===== config.mk =====
export PLATFORM = sky130hd
export DESIGN_NAME = two_level_preemptive_queue_scheduler_top
export DESIGN_NICKNAME = d
export VERILOG_FILES = /design/src/design/tlpqs_pkg.sv /design/src/design/tlpqs_fifo.sv /design/src/design/two_level_preemptive_queue_scheduler_top.sv
export SDC_FILE = /design/constraint.sdc
export NUM_CORES = 2
export LEC_CHECK = 0
export BUFFER_PORTS_ARGS = -buffer_cell sky130_fd_sc_hd__buf_2
export CAP_MARGIN = 15
export CORE_UTILIZATION = 60
export CTS_CLUSTER_SIZE = 40
export DETAILED_ROUTE_END_ITERATION = 8
export GPL_TIMING_DRIVEN = 0
export PLACE_DENSITY = 0.77
export SLEW_MARGIN = 30
export SYNTH_ARGS = -nofsm -noshare
export SYNTH_HDL_FRONTEND = slang
export SYNTH_SLANG_ARGS = --single-unit

===== constraint.sdc =====
create_clock -name clk_i -period 7.2 [get_ports clk_i]
set_clock_uncertainty 0.15 [all_clocks]
set_input_delay 0.36 -clock clk_i [delete_from_list [all_inputs] [get_ports clk_i]]
set_output_delay 0.36 -clock clk_i [all_outputs]
set_load 0.02 [all_outputs]

===== src/design/tlpqs_pkg.sv =====
// Shared types and constants of the two-level preemptive queue scheduler.
package tlpqs_pkg;

  localparam int unsigned NUM_PROCS_DEF = 16;
  localparam int unsigned ID_W          = 4;
  localparam int unsigned BURST_W       = 16;
  localparam int unsigned TIME_W        = 32;

  // request kinds
  localparam logic REQ_ARRIVAL = 1'b0;
  localparam logic REQ_TICK    = 1'b1;

  // process classes
  localparam logic CLS_SYS = 1'b0;
  localparam logic CLS_USR = 1'b1;

  // result status codes
  localparam logic [1:0] ST_ACCEPT = 2'd0;
  localparam logic [1:0] ST_DROP   = 2'd1;
  localparam logic [1:0] ST_TICK   = 2'd2;

  typedef struct packed {
    logic               req_type;
    logic [ID_W-1:0]    proc_id;
    logic [BURST_W-1:0] burst;
    logic               proc_class;
  } req_t;

  typedef struct packed {
    logic [1:0]        status;
    logic              idle;
    logic [ID_W-1:0]   run_id;
    logic              done_res;
    logic [ID_W-1:0]   done_id;
    logic [TIME_W-1:0] completion_time;
    logic [TIME_W-1:0] turnaround;
    logic [TIME_W-1:0] wait_time;
  } res_t;

  // one process table row
  typedef struct packed {
    logic [BURST_W-1:0] remaining;
    logic [BURST_W-1:0] burst;
    logic [TIME_W-1:0]  arrival;
    logic               proc_class;
  } tbl_entry_t;

  typedef struct packed {
    logic push;
    logic pop;
    logic rd;
  } fifo_ctrl_t;

  typedef struct packed {
    logic empty;
    logic full;
  } fifo_stat_t;

endpackage


===== src/design/tlpqs_fifo.sv =====
// Circular slot FIFO in a synchronous RAM with a registered head read.
module tlpqs_fifo import tlpqs_pkg::*; #(
  parameter int unsigned Depth = NUM_PROCS_DEF
) (
  input  logic                       clk_i,
  input  logic                       rst_ni,
  input  fifo_ctrl_t                 ctrl_i,
  input  logic [$clog2(Depth)-1:0]   wdata_i,
  output logic [$clog2(Depth)-1:0]   rdata_o,
  output fifo_stat_t                 stat_o
);

  localparam int unsigned AW = $clog2(Depth);
  localparam int unsigned CW = $clog2(Depth + 1);

  logic [AW-1:0] mem_q [Depth];
  logic [AW-1:0] rdata_q;
  logic [AW-1:0] head_q, head_d, tail_q, tail_d;
  logic [CW-1:0] cnt_q, cnt_d;
  logic          do_push, do_pop;

  function automatic logic [AW-1:0] wrap_inc(input logic [AW-1:0] p);
    return (p == AW'(Depth - 1)) ? '0 : p + AW'(1);
  endfunction

  assign stat_o.empty = (cnt_q == '0);
  assign stat_o.full  = (cnt_q == CW'(Depth));
  assign do_push      = ctrl_i.push && !stat_o.full;
  assign do_pop       = ctrl_i.pop && !stat_o.empty;
  assign rdata_o      = rdata_q;

  always_comb begin
    head_d = do_pop  ? wrap_inc(head_q) : head_q;
    tail_d = do_push ? wrap_inc(tail_q) : tail_q;
    cnt_d  = cnt_q + CW'(do_push) - CW'(do_pop);
  end

  always_ff @(posedge clk_i or negedge rst_ni) begin
    if (!rst_ni) begin
      head_q <= '0;
      tail_q <= '0;
      cnt_q  <= '0;
    end else begin
      head_q <= head_d;
      tail_q <= tail_d;
      cnt_q  <= cnt_d;
    end
  end

  always_ff @(posedge clk_i) begin
    if (do_push) begin
      mem_q[tail_q] <= wdata_i;
    end
    if (ctrl_i.rd) begin
      rdata_q <= mem_q[head_q];
    end
  end

endmodule


===== src/design/two_level_preemptive_queue_scheduler_top.sv =====
// Top level of the two-level preemptive queue scheduler: process table, FSM, results.
//
//  channel | direction | handshake                   | payload
//  --------+-----------+-----------------------------+---------------------
//  request | in        | start high while busy low   | req_i (req_t)
//  result  | out       | res_valid_o, one cycle only | res_o (res_t)
//
// An accepted arrival writes the table and its class FIFO on the accepting edge;
// a dropped one writes neither. Its result shows in the next cycle. A tick request
// runs through accept, select and execute, an order set by two dependent reads of the
// process table RAM: first the running slot's class, then the chosen slot's row.
// An idle tick finishes after select.
// Reset empties both FIFOs, clears the running slot and the tick count; table
// and FIFO RAMs are not cleared, entries are only read after being written.
// The receiver cannot stall results, so busy depends on the request in work only.
module two_level_preemptive_queue_scheduler_top import tlpqs_pkg::*; #(
  parameter int unsigned NUM_PROCS = NUM_PROCS_DEF
) (
  input  logic clk_i,
  input  logic rst_ni,
  input  logic start,
  output logic busy,
  input  req_t req_i,
  output logic res_valid_o,
  output res_t res_o
);

  localparam int unsigned SLOT_W = $clog2(NUM_PROCS);

  // FSM codes
  localparam logic [1:0] S_IDLE = 2'd0;
  localparam logic [1:0] S_SEL  = 2'd1;
  localparam logic [1:0] S_EXE  = 2'd2;

  logic [1:0]        state_q, state_d;
  logic              run_valid_q, run_valid_d;
  logic [SLOT_W-1:0] run_slot_q, run_slot_d;
  logic [TIME_W-1:0] tick_q, tick_d;
  logic              res_valid_q, res_valid_d;
  res_t              res_q, res_d;

  // process table RAM
  tbl_entry_t        tbl_q [NUM_PROCS];
  tbl_entry_t        tbl_rd_q;
  logic              tbl_we, tbl_re;
  logic [SLOT_W-1:0] tbl_waddr, tbl_raddr;
  tbl_entry_t        tbl_wdata;

  // FIFOs
  fifo_ctrl_t        sys_ctrl, usr_ctrl;
  fifo_stat_t        sys_st, usr_st;
  logic [SLOT_W-1:0] sys_rdata, usr_rdata, usr_wdata, sys_wdata;

  logic              accept;
  logic              id_ok, arr_ok;
  logic [SLOT_W-1:0] req_slot;
  logic              preempt, keep, take_sys, take_usr;
  logic [SLOT_W-1:0] sel_slot;
  logic [TIME_W-1:0] tick_inc, tat, wt;
  logic [BURST_W-1:0] rem_dec;

  tlpqs_fifo #(.Depth(NUM_PROCS)) u_sys_fifo (
    .clk_i   (clk_i),
    .rst_ni  (rst_ni),
    .ctrl_i  (sys_ctrl),
    .wdata_i (sys_wdata),
    .rdata_o (sys_rdata),
    .stat_o  (sys_st)
  );

  tlpqs_fifo #(.Depth(NUM_PROCS)) u_usr_fifo (
    .clk_i   (clk_i),
    .rst_ni  (rst_ni),
    .ctrl_i  (usr_ctrl),
    .wdata_i (usr_wdata),
    .rdata_o (usr_rdata),
    .stat_o  (usr_st)
  );

  assign busy        = (state_q != S_IDLE);
  assign accept      = start && !busy;
  assign res_valid_o = res_valid_q;
  assign res_o       = res_q;

  // arrival checks: slot in range and class FIFO not full
  assign req_slot = SLOT_W'(req_i.proc_id);
  assign id_ok    = (32'(req_i.proc_id) < 32'(NUM_PROCS));
  assign arr_ok   = id_ok && ((req_i.proc_class == CLS_USR) ? !usr_st.full : !sys_st.full);

  // selection, valid in S_SEL: class of running slot and both FIFO heads are read
  assign preempt  = run_valid_q && (tbl_rd_q.proc_class == CLS_USR) &&
                    !sys_st.empty && !usr_st.full;
  assign keep     = run_valid_q && !preempt;
  assign take_sys = !keep && !sys_st.empty;
  assign take_usr = !keep && sys_st.empty && !usr_st.empty;
  assign sel_slot = keep ? run_slot_q : (take_sys ? sys_rdata : usr_rdata);

  // execute arithmetic: time values modulo 2^32, remaining count saturates at zero
  assign tick_inc = tick_q + TIME_W'(1);
  assign tat      = tick_inc - tbl_rd_q.arrival;
  assign wt       = tat - TIME_W'(tbl_rd_q.burst);
  assign rem_dec  = (tbl_rd_q.remaining == '0) ? '0 : tbl_rd_q.remaining - BURST_W'(1);

  always_comb begin
    state_d     = state_q;
    run_valid_d = run_valid_q;
    run_slot_d  = run_slot_q;
    tick_d      = tick_q;
    res_valid_d = 1'b0;
    res_d       = res_q;
    tbl_we      = 1'b0;
    tbl_waddr   = req_slot;
    tbl_wdata   = tbl_rd_q;
    tbl_re      = 1'b0;
    tbl_raddr   = run_slot_q;
    sys_ctrl    = '0;
    usr_ctrl    = '0;
    sys_wdata   = req_slot;
    usr_wdata   = req_slot;

    unique case (state_q)
      S_IDLE: begin
        if (accept) begin
          if (req_i.req_type == REQ_ARRIVAL) begin
            tbl_we               = arr_ok;
            tbl_wdata.remaining  = req_i.burst;
            tbl_wdata.burst      = req_i.burst;
            tbl_wdata.arrival    = tick_q;
            tbl_wdata.proc_class = req_i.proc_class;
            sys_ctrl.push        = arr_ok && (req_i.proc_class == CLS_SYS);
            usr_ctrl.push        = arr_ok && (req_i.proc_class == CLS_USR);
            res_valid_d          = 1'b1;
            res_d                = '0;
            res_d.status         = arr_ok ? ST_ACCEPT : ST_DROP;
          end else begin
            // read running slot's row and both heads
            tbl_re      = 1'b1;
            sys_ctrl.rd = 1'b1;
            usr_ctrl.rd = 1'b1;
            state_d     = S_SEL;
          end
        end
      end
      S_SEL: begin
        usr_ctrl.push = preempt;
        usr_wdata     = run_slot_q;
        sys_ctrl.pop  = take_sys;
        usr_ctrl.pop  = take_usr;
        run_slot_d    = sel_slot;
        run_valid_d   = keep || take_sys || take_usr;
        if (keep || take_sys || take_usr) begin
          tbl_re    = 1'b1;
          tbl_raddr = sel_slot;
          state_d   = S_EXE;
        end else begin
          tick_d       = tick_inc;
          res_valid_d  = 1'b1;
          res_d        = '0;
          res_d.status = ST_TICK;
          res_d.idle   = 1'b1;
          state_d      = S_IDLE;
        end
      end
      S_EXE: begin
        tbl_we              = 1'b1;
        tbl_waddr           = run_slot_q;
        tbl_wdata.remaining = rem_dec;
        tick_d              = tick_inc;
        res_valid_d         = 1'b1;
        res_d               = '0;
        res_d.status        = ST_TICK;
        res_d.run_id        = ID_W'(run_slot_q);
        if (rem_dec == '0) begin
          run_valid_d           = 1'b0;
          res_d.done_res        = 1'b1;
          res_d.done_id         = ID_W'(run_slot_q);
          res_d.completion_time = tick_inc;
          res_d.turnaround      = tat;
          res_d.wait_time       = wt;
        end
        state_d = S_IDLE;
      end
      default: begin
        state_d = S_IDLE;
      end
    endcase
  end

  always_ff @(posedge clk_i or negedge rst_ni) begin
    if (!rst_ni) begin
      state_q     <= S_IDLE;
      run_valid_q <= 1'b0;
      run_slot_q  <= '0;
      tick_q      <= '0;
      res_valid_q <= 1'b0;
    end else begin
      state_q     <= state_d;
      run_valid_q <= run_valid_d;
      run_slot_q  <= run_slot_d;
      tick_q      <= tick_d;
      res_valid_q <= res_valid_d;
    end
  end

  always_ff @(posedge clk_i) begin
    res_q <= res_d;
  end

  always_ff @(posedge clk_i) begin
    if (tbl_we) begin
      tbl_q[tbl_waddr] <= tbl_wdata;
    end
    if (tbl_re) begin
      tbl_rd_q <= tbl_q[tbl_raddr];
    end
  end

endmodule

; Yosys cells after proc, flatten, opt, wreduce, memory -nomap -nowiden
; Memories as Yosys holds them, arrays and structs flattened. A register that Yosys moved wholly into a read port is not among the register bits.
; Index checks and enable logic that the tools add are counted.
[word_totals]
regBits = 174
mem_bits_rw = 1168
in_bits = 25
out_inout_bits = 110
wordCells = 139
n_memories = 3
[op_classes]
n_addsub = 12
eq_ne = 13
muxes = 56
n_bitwise = 1
n_reduce_logical = 35
[memory_table]
columns = memory, words, width, read_ports, rd_clocked_by_memory_dff, wr, line
row1 = tbl_q, 16, 65, 1, 1, 1, two_level_preemptive_queue_scheduler_top.sv:43  ; tbl_entry_t tbl_q [NUM_PROCS];
row2 = u_sys_fifo.mem_q, 16, 4, 1, 1, 1, tlpqs_fifo.sv:16  ; logic [AW-1:0] mem_q [Depth];
row3 = u_usr_fifo.mem_q, 16, 4, 1, 1, 1, tlpqs_fifo.sv:16
[op_table]
columns = operator, count
row1 = $mux 108, 3
row2 = $pmux 108 s3, 1
row3 = $mux 65, 2
row4 = $mux 101, 1
row5 = $pmux 32 s2, 1
row6 = $mux 49, 1
row7 = $mux 4, 10
row8 = $add 32x1->32 const B, 1
row9 = $logic_not 16->1, 2
row10 = $mux 32, 1
row11 = $pmux 16 s2, 1
row12 = $sub 32x16->32, 1
row13 = $sub 32x32->32, 1
row14 = $mux 1, 25
row15 = $add 4x1->4 const B, 4
row16 = $eq 4x4->1 const B, 4
row17 = $mux 16, 1
row18 = $sub 16x1->16 const B, 1
row19 = $logic_and 1x1->1, 14
row20 = $add 5x1->5, 2
row21 = $eq 5x5->1 const B, 2
row22 = $logic_not 5->1, 2
row23 = $ne 2x2->1 const B, 5
row24 = $sub 5x1->5, 2
row25 = other kinds (14), 29

; Logic depth before layout (Yosys ltp)
[logic_depth]
ltp_word = 12
mapped_depth = 22
ltp_nobuf = 21

; By module
; From an unflattened synthesis, not the netlist that was laid out.
[unflattened]
hier_cells = 3336
area_unflattened_um2 = 58842.7
[by_module_without_submodules]
columns = module, instances, cells_each, area_per_inst_um2, seq_area_each_um2
row1 = two_level_preemptive_queue_scheduler_top, 1, 2911, 51889.8, 37425.9
row2 = tlpqs_fifo (u_sys_fifo), 1, 211, 3478.3, 2367.3
row3 = tlpqs_fifo (u_usr_fifo), 1, 214, 3474.6, 2367.3

; Least setup slack after synthesis
; No wires, ideal clock.
[synth_timing]
path_type = reg-to-reg
start = register tick_q[0]
end = register res_q, in the netlist res_o[22], data pin
arrival_time_ns = 4.801
required_ns = 6.796
slack_ns = 1.995
path_stages_with_launch = 19
n_path_buf = 2
cell_sequence = dfrtp_1 -> ha_1 -> nand3_1 -> nor3_1 -> xor2_1 -> ha_1 -> buf_2 -> a21o_1 -> a21o_1 -> a221o_1 -> or2_2 -> xor2_1 -> ha_1 -> clkbuf_1 -> nand4_1 -> o41ai_1 -> nor3_2 -> and3_1 -> o21a_1
[synth_rtl]
columns = element, line
row1 = "start, declared", two_level_preemptive_queue_scheduler_top.sv:38  ; logic [TIME_W-1:0] tick_q, tick_d;
row2 = "start signal, assigned", two_level_preemptive_queue_scheduler_top.sv:200  ; tick_q <= tick_d;
row3 = "end signal, assigned", two_level_preemptive_queue_scheduler_top.sv:206  ; res_q <= res_d;
row4 = "end, declared", two_level_preemptive_queue_scheduler_top.sv:40  ; res_t res_q, res_d;

==> summary.md <==
| Metric | Value |
|---|---|
| Outcome | complete, but fails checks |
| Failing checks | DRC |
| Count of mapped cells out of synthesis | 3261 |
| Initial antenna violation count | 1 |
| Sequential-to-total area share from yosys stat | 71.4% |
| Slew Viols, Final | 0 |
| Synth warn | 0 |
| Die Y | 316 µm |
| P_leak | 23.8 nW |
| Top delay family on crit path | compound AO/OA/AOI/OAI gates |
| Worst skew pair latency | 0.76 ns |
| Final nets | 3742 |
| Synthesis-stage register bit count | 1415 |
| DR WL/cell | 29.8 µm |
| CTS sink cnt | 1415 |
| Multi-input combinational cell area | 0.0161 mm² |
| Final Hold Violating Endpoints | 0 |
| Synth unique cells | 88 |
| Worst hold path type | primary input to asynchronous set/reset pin |
| First-pass GRT wire length | 218000 µm |
| Syn avg cell area | 18.1 µm² |
| Finished Cell Area | 0.0683 mm² |
| Initial Util | 60.8% |
| Slew Limit Headroom | 29.5% |
| Min Tclk post-route | 6.32 ns |
| Row Count | 114 |
| Grt total ovfl | 0 |
| CTS buffer count | 141 |
| Pin count of the biggest net entering global routing | 61 |
| Max cap viols | 0 |
| Vias in the first global route | 33600 |
| Post-Place Cell Area | 0.0634 mm² |
| Critical Path Slowest Stage Cell | dfrtp_1 |
| Die Area | 0.0996 mm² |
| TritonCTS clock tree | yes |
| Reg area | 0.0422 mm² |
| DR pass1 iterations | 9 |
| Worst setup EP type | register |
| WP data required | 7.56 ns |
| Mapped Nets | 3367 |
| Critical path startpoint category | register |
| CP max FO | 10 |
| Post-CTS Setup Bufs | 0 |
| Area Overhead vs Synth | 15.7% |
| Top FF cell, synth | edfxtp_1 |
| Die Wd | 316 µm |
| RSZ-0062 raised after global routing | no |
| Via/cell ratio | 6.53 |
| PortBufs | 134 |
| Max Freq | 0.158 GHz |
| Worst Path Buf+Inv | 3 |
| DRC Markers | 38 |
| Post-DP HPWL | 98300 µm |
| PwrDens | 464 mW/mm² |
| Share of cells above drive strength 1 | 23.9% |
| Post_cts resized | 0 |
| Via count | 32800 |
| Worst-margin pin slew | 1.05 ns |
| H-tree levels | 4 |
| Root Driver | clkbuf_16 |
| Worst Hold Slack | 0.0387 ns |
| Ys async rst share | 4.66% |
| ANT nets after route | 0 |
| DR iter-0 viols | 4242 |
| Crit path cell chain | ha_1, nand3_1, nor3_1, xor2_1, ha_1, buf_2, a21o_1, a21o_1, a221o_1, or2_2, xor2_1, ha_1, clkbuf_1, nand4_1, o21ai_0, o21ai_0, o21ai_0, nor4_1, buf_4, and3_1, o21a_1 |
| Crit Path Category | register to register |
| Fin crit share | 87.8% |
| Pre-CTS setup slack | 0.903 ns |
| RD Place Congestion | 0.904 |
| Top-Level Pins | 135 |
| Arr. time, crit path | 6.68 ns |
| Routed WL | 150000 µm |
| Post-synth EDFFs | 1349 |
| CP peak stage delay | 0.59 ns |
| All-layer global routing usage | 30.6% |
| PnR worst setup slack | 0.877 ns |
| Reg clk slew, reported paths | 0.06 ns |
| Setup violators final | 0 |
| Clock Tree Buf Depth | 3 |
| Cell area after synthesis | 0.0590 mm² |
| Fillers | 5709 |
| Peak VDD IR | 0.318 mV |
| Area of the core | 0.0971 mm² |
-- metal layers --
| metal | routed length, µm | vias to the layer above | global-route usage (%) |
|---|---|---|---|
| li1 | - | 13700 | - |
| met2 | 73500 | 1913 | 50.2 |
| met5 | 13 | - | 0 |
| met1 | 56500 | 16800 | 40.1 |
| met4 | 5620 | 2 | 12.1 |
| met3 | 14100 | 336 | 6.90 |
-- power breakdown --
part           leakage, nW  switching, mW  total [mW]  internal (mW)
Combinational         8.37           7.80        12.5           4.72
Clock                 2.22           3.14        7.29           4.15
Sequential            13.2          0.431        11.9           11.5
Total                 23.8           11.4        31.7           20.3
-- cell families after synthesis --
group                      count (synthesis)  share of synthesized area [%]
AOI/OAI and AO/OA                        320                           3.55
muxes                                    515                           14.9
xor gates and xnor gates                 116                           1.76
and+or+nand+nor                          561                           4.73
adders and majority gates                 81                           1.77
DFF                                     1415                           71.4
buffers and inverters                    253                           1.88
-- cells in the mapped netlist (38+ instances only) --
| cell | n | area share (%) |
|---|---|---|
| a21oi_1 | 69 | 0.59 |
| and2_1 | 44 | 0.47 |
| and3_1 | 60 | 0.64 |
| buf_2 | 38 | 0.32 |
| clkbuf_1 | 68 | 0.43 |
| dfrtp_1 | 66 | 2.8 |
| edfxtp_1 | 1349 | 69 |
| ha_1 | 77 | 1.6 |
| inv_1 | 91 | 0.58 |
| mux2i_1 | 216 | 3.7 |
| mux4_2 | 288 | 11 |
| nand2_1 | 173 | 1.1 |
| nand3_1 | 38 | 0.32 |
| nor2_1 | 121 | 0.77 |
| o21ai_0 | 100 | 0.85 |
| xnor2_1 | 70 | 1.0 |
| xor2_1 | 44 | 0.65 |
-- registers in the layout, indices dropped and copies added, names as in the netlist --
name and cells:
res_valid_o 1, tick_q 32, res_o 108, u_sys_fifo.cnt_q 5, u_sys_fifo.tail_q 4, u_usr_fifo.mem_q 64, u_usr_fifo.cnt_q 5, u_sys_fifo.rdata_o 4
u_usr_fifo.rdata_o 4, tbl_q 1040, run_slot_q 4, run_valid_q 1, u_sys_fifo.mem_q 64, state_q 2, u_usr_fifo.head_q 4, u_sys_fifo.head_q 4
tbl_rd_q 65, u_usr_fifo.tail_q 4
-- per-stage QoR --
step | cells | power (mW) | utilization (%) | setup TNS, ns
after floorplan | 3261 | 20.1 | - | 0
after detailed placement | 4750 | 24.1 | 65.3 | 0
after CTS | 5017 | 31.6 | 70.1 | 0
after global routing | 5025 | 32.8 | 70.3 | 0
final | 5027 | 31.7 | 70.3 | 0
after global placement | 4671 | 23.5 | 63.1 | -1643.94
-- cells in the final DEF, fill, tap and decap left out, types with 23 or more instances in the layout --
cell       netlist  final
buf_2           38    180
a21oi_1         69     69
clkinv_2         0     26
inv_1           91     91
o21ai_0        100     54
o21ai_2          1     39
clkbuf_16        0    143
xor2_1          44     44
clkinv_1         2     28
xnor2_1         70     70
nand2_1        173    172
edfxtp_1      1349   1349
a21o_1          26     26
and2_1          44     43
ha_1            77     77
buf_1           26     23
dfrtp_1         66     66
buf_4           24     34
mux4_2         288    288
nand3_1         38     38
and3_1          60     60
mux2i_1        216    215
clkbuf_1        68     94
nor2_1         121    104
buf_16           0     64
-- layout make-up --
type                       instances  share of cell area, %
clock buffer                     173                   5.42
buffer                           160                   1.13
sequential                      1415                   61.7
inverter                          93                  0.511
clock inverter                    83                   1.23
timing repair buffer             232                   4.01
tap                             1276                   2.34
multi-input combinational       1593                   23.6
antenna                            2                0.00733
-- tightest hold or removal path: stages --
cell and delay, ns:
dlygate4sd3_1 0.53, buf_4 0.17, buf_16 0.25
-- timing repair --
action,4_1_cts,5_1_grt
hold buffers,11,0
endpoints found under the setup margin,0,0
hold endpoints to repair,135,0
-- final timing paths --
path,start,to,slack (ns),cells past startpoint
max,tick_q[0],res_o[25],0.88,21
min,rst_ni,tick_q[14],0.04,3
max reg2reg,tick_q[0],res_o[25],0.88,21
min reg2reg,tick_q[18],tick_q[18],0.40,1
max in group asynchronous,rst_ni,tick_q[17],5.61,3
min in group clk_i,req_i[12],tbl_q[7][60],0.07,3
No activity file was read; power rests on OpenSTA's default activity.
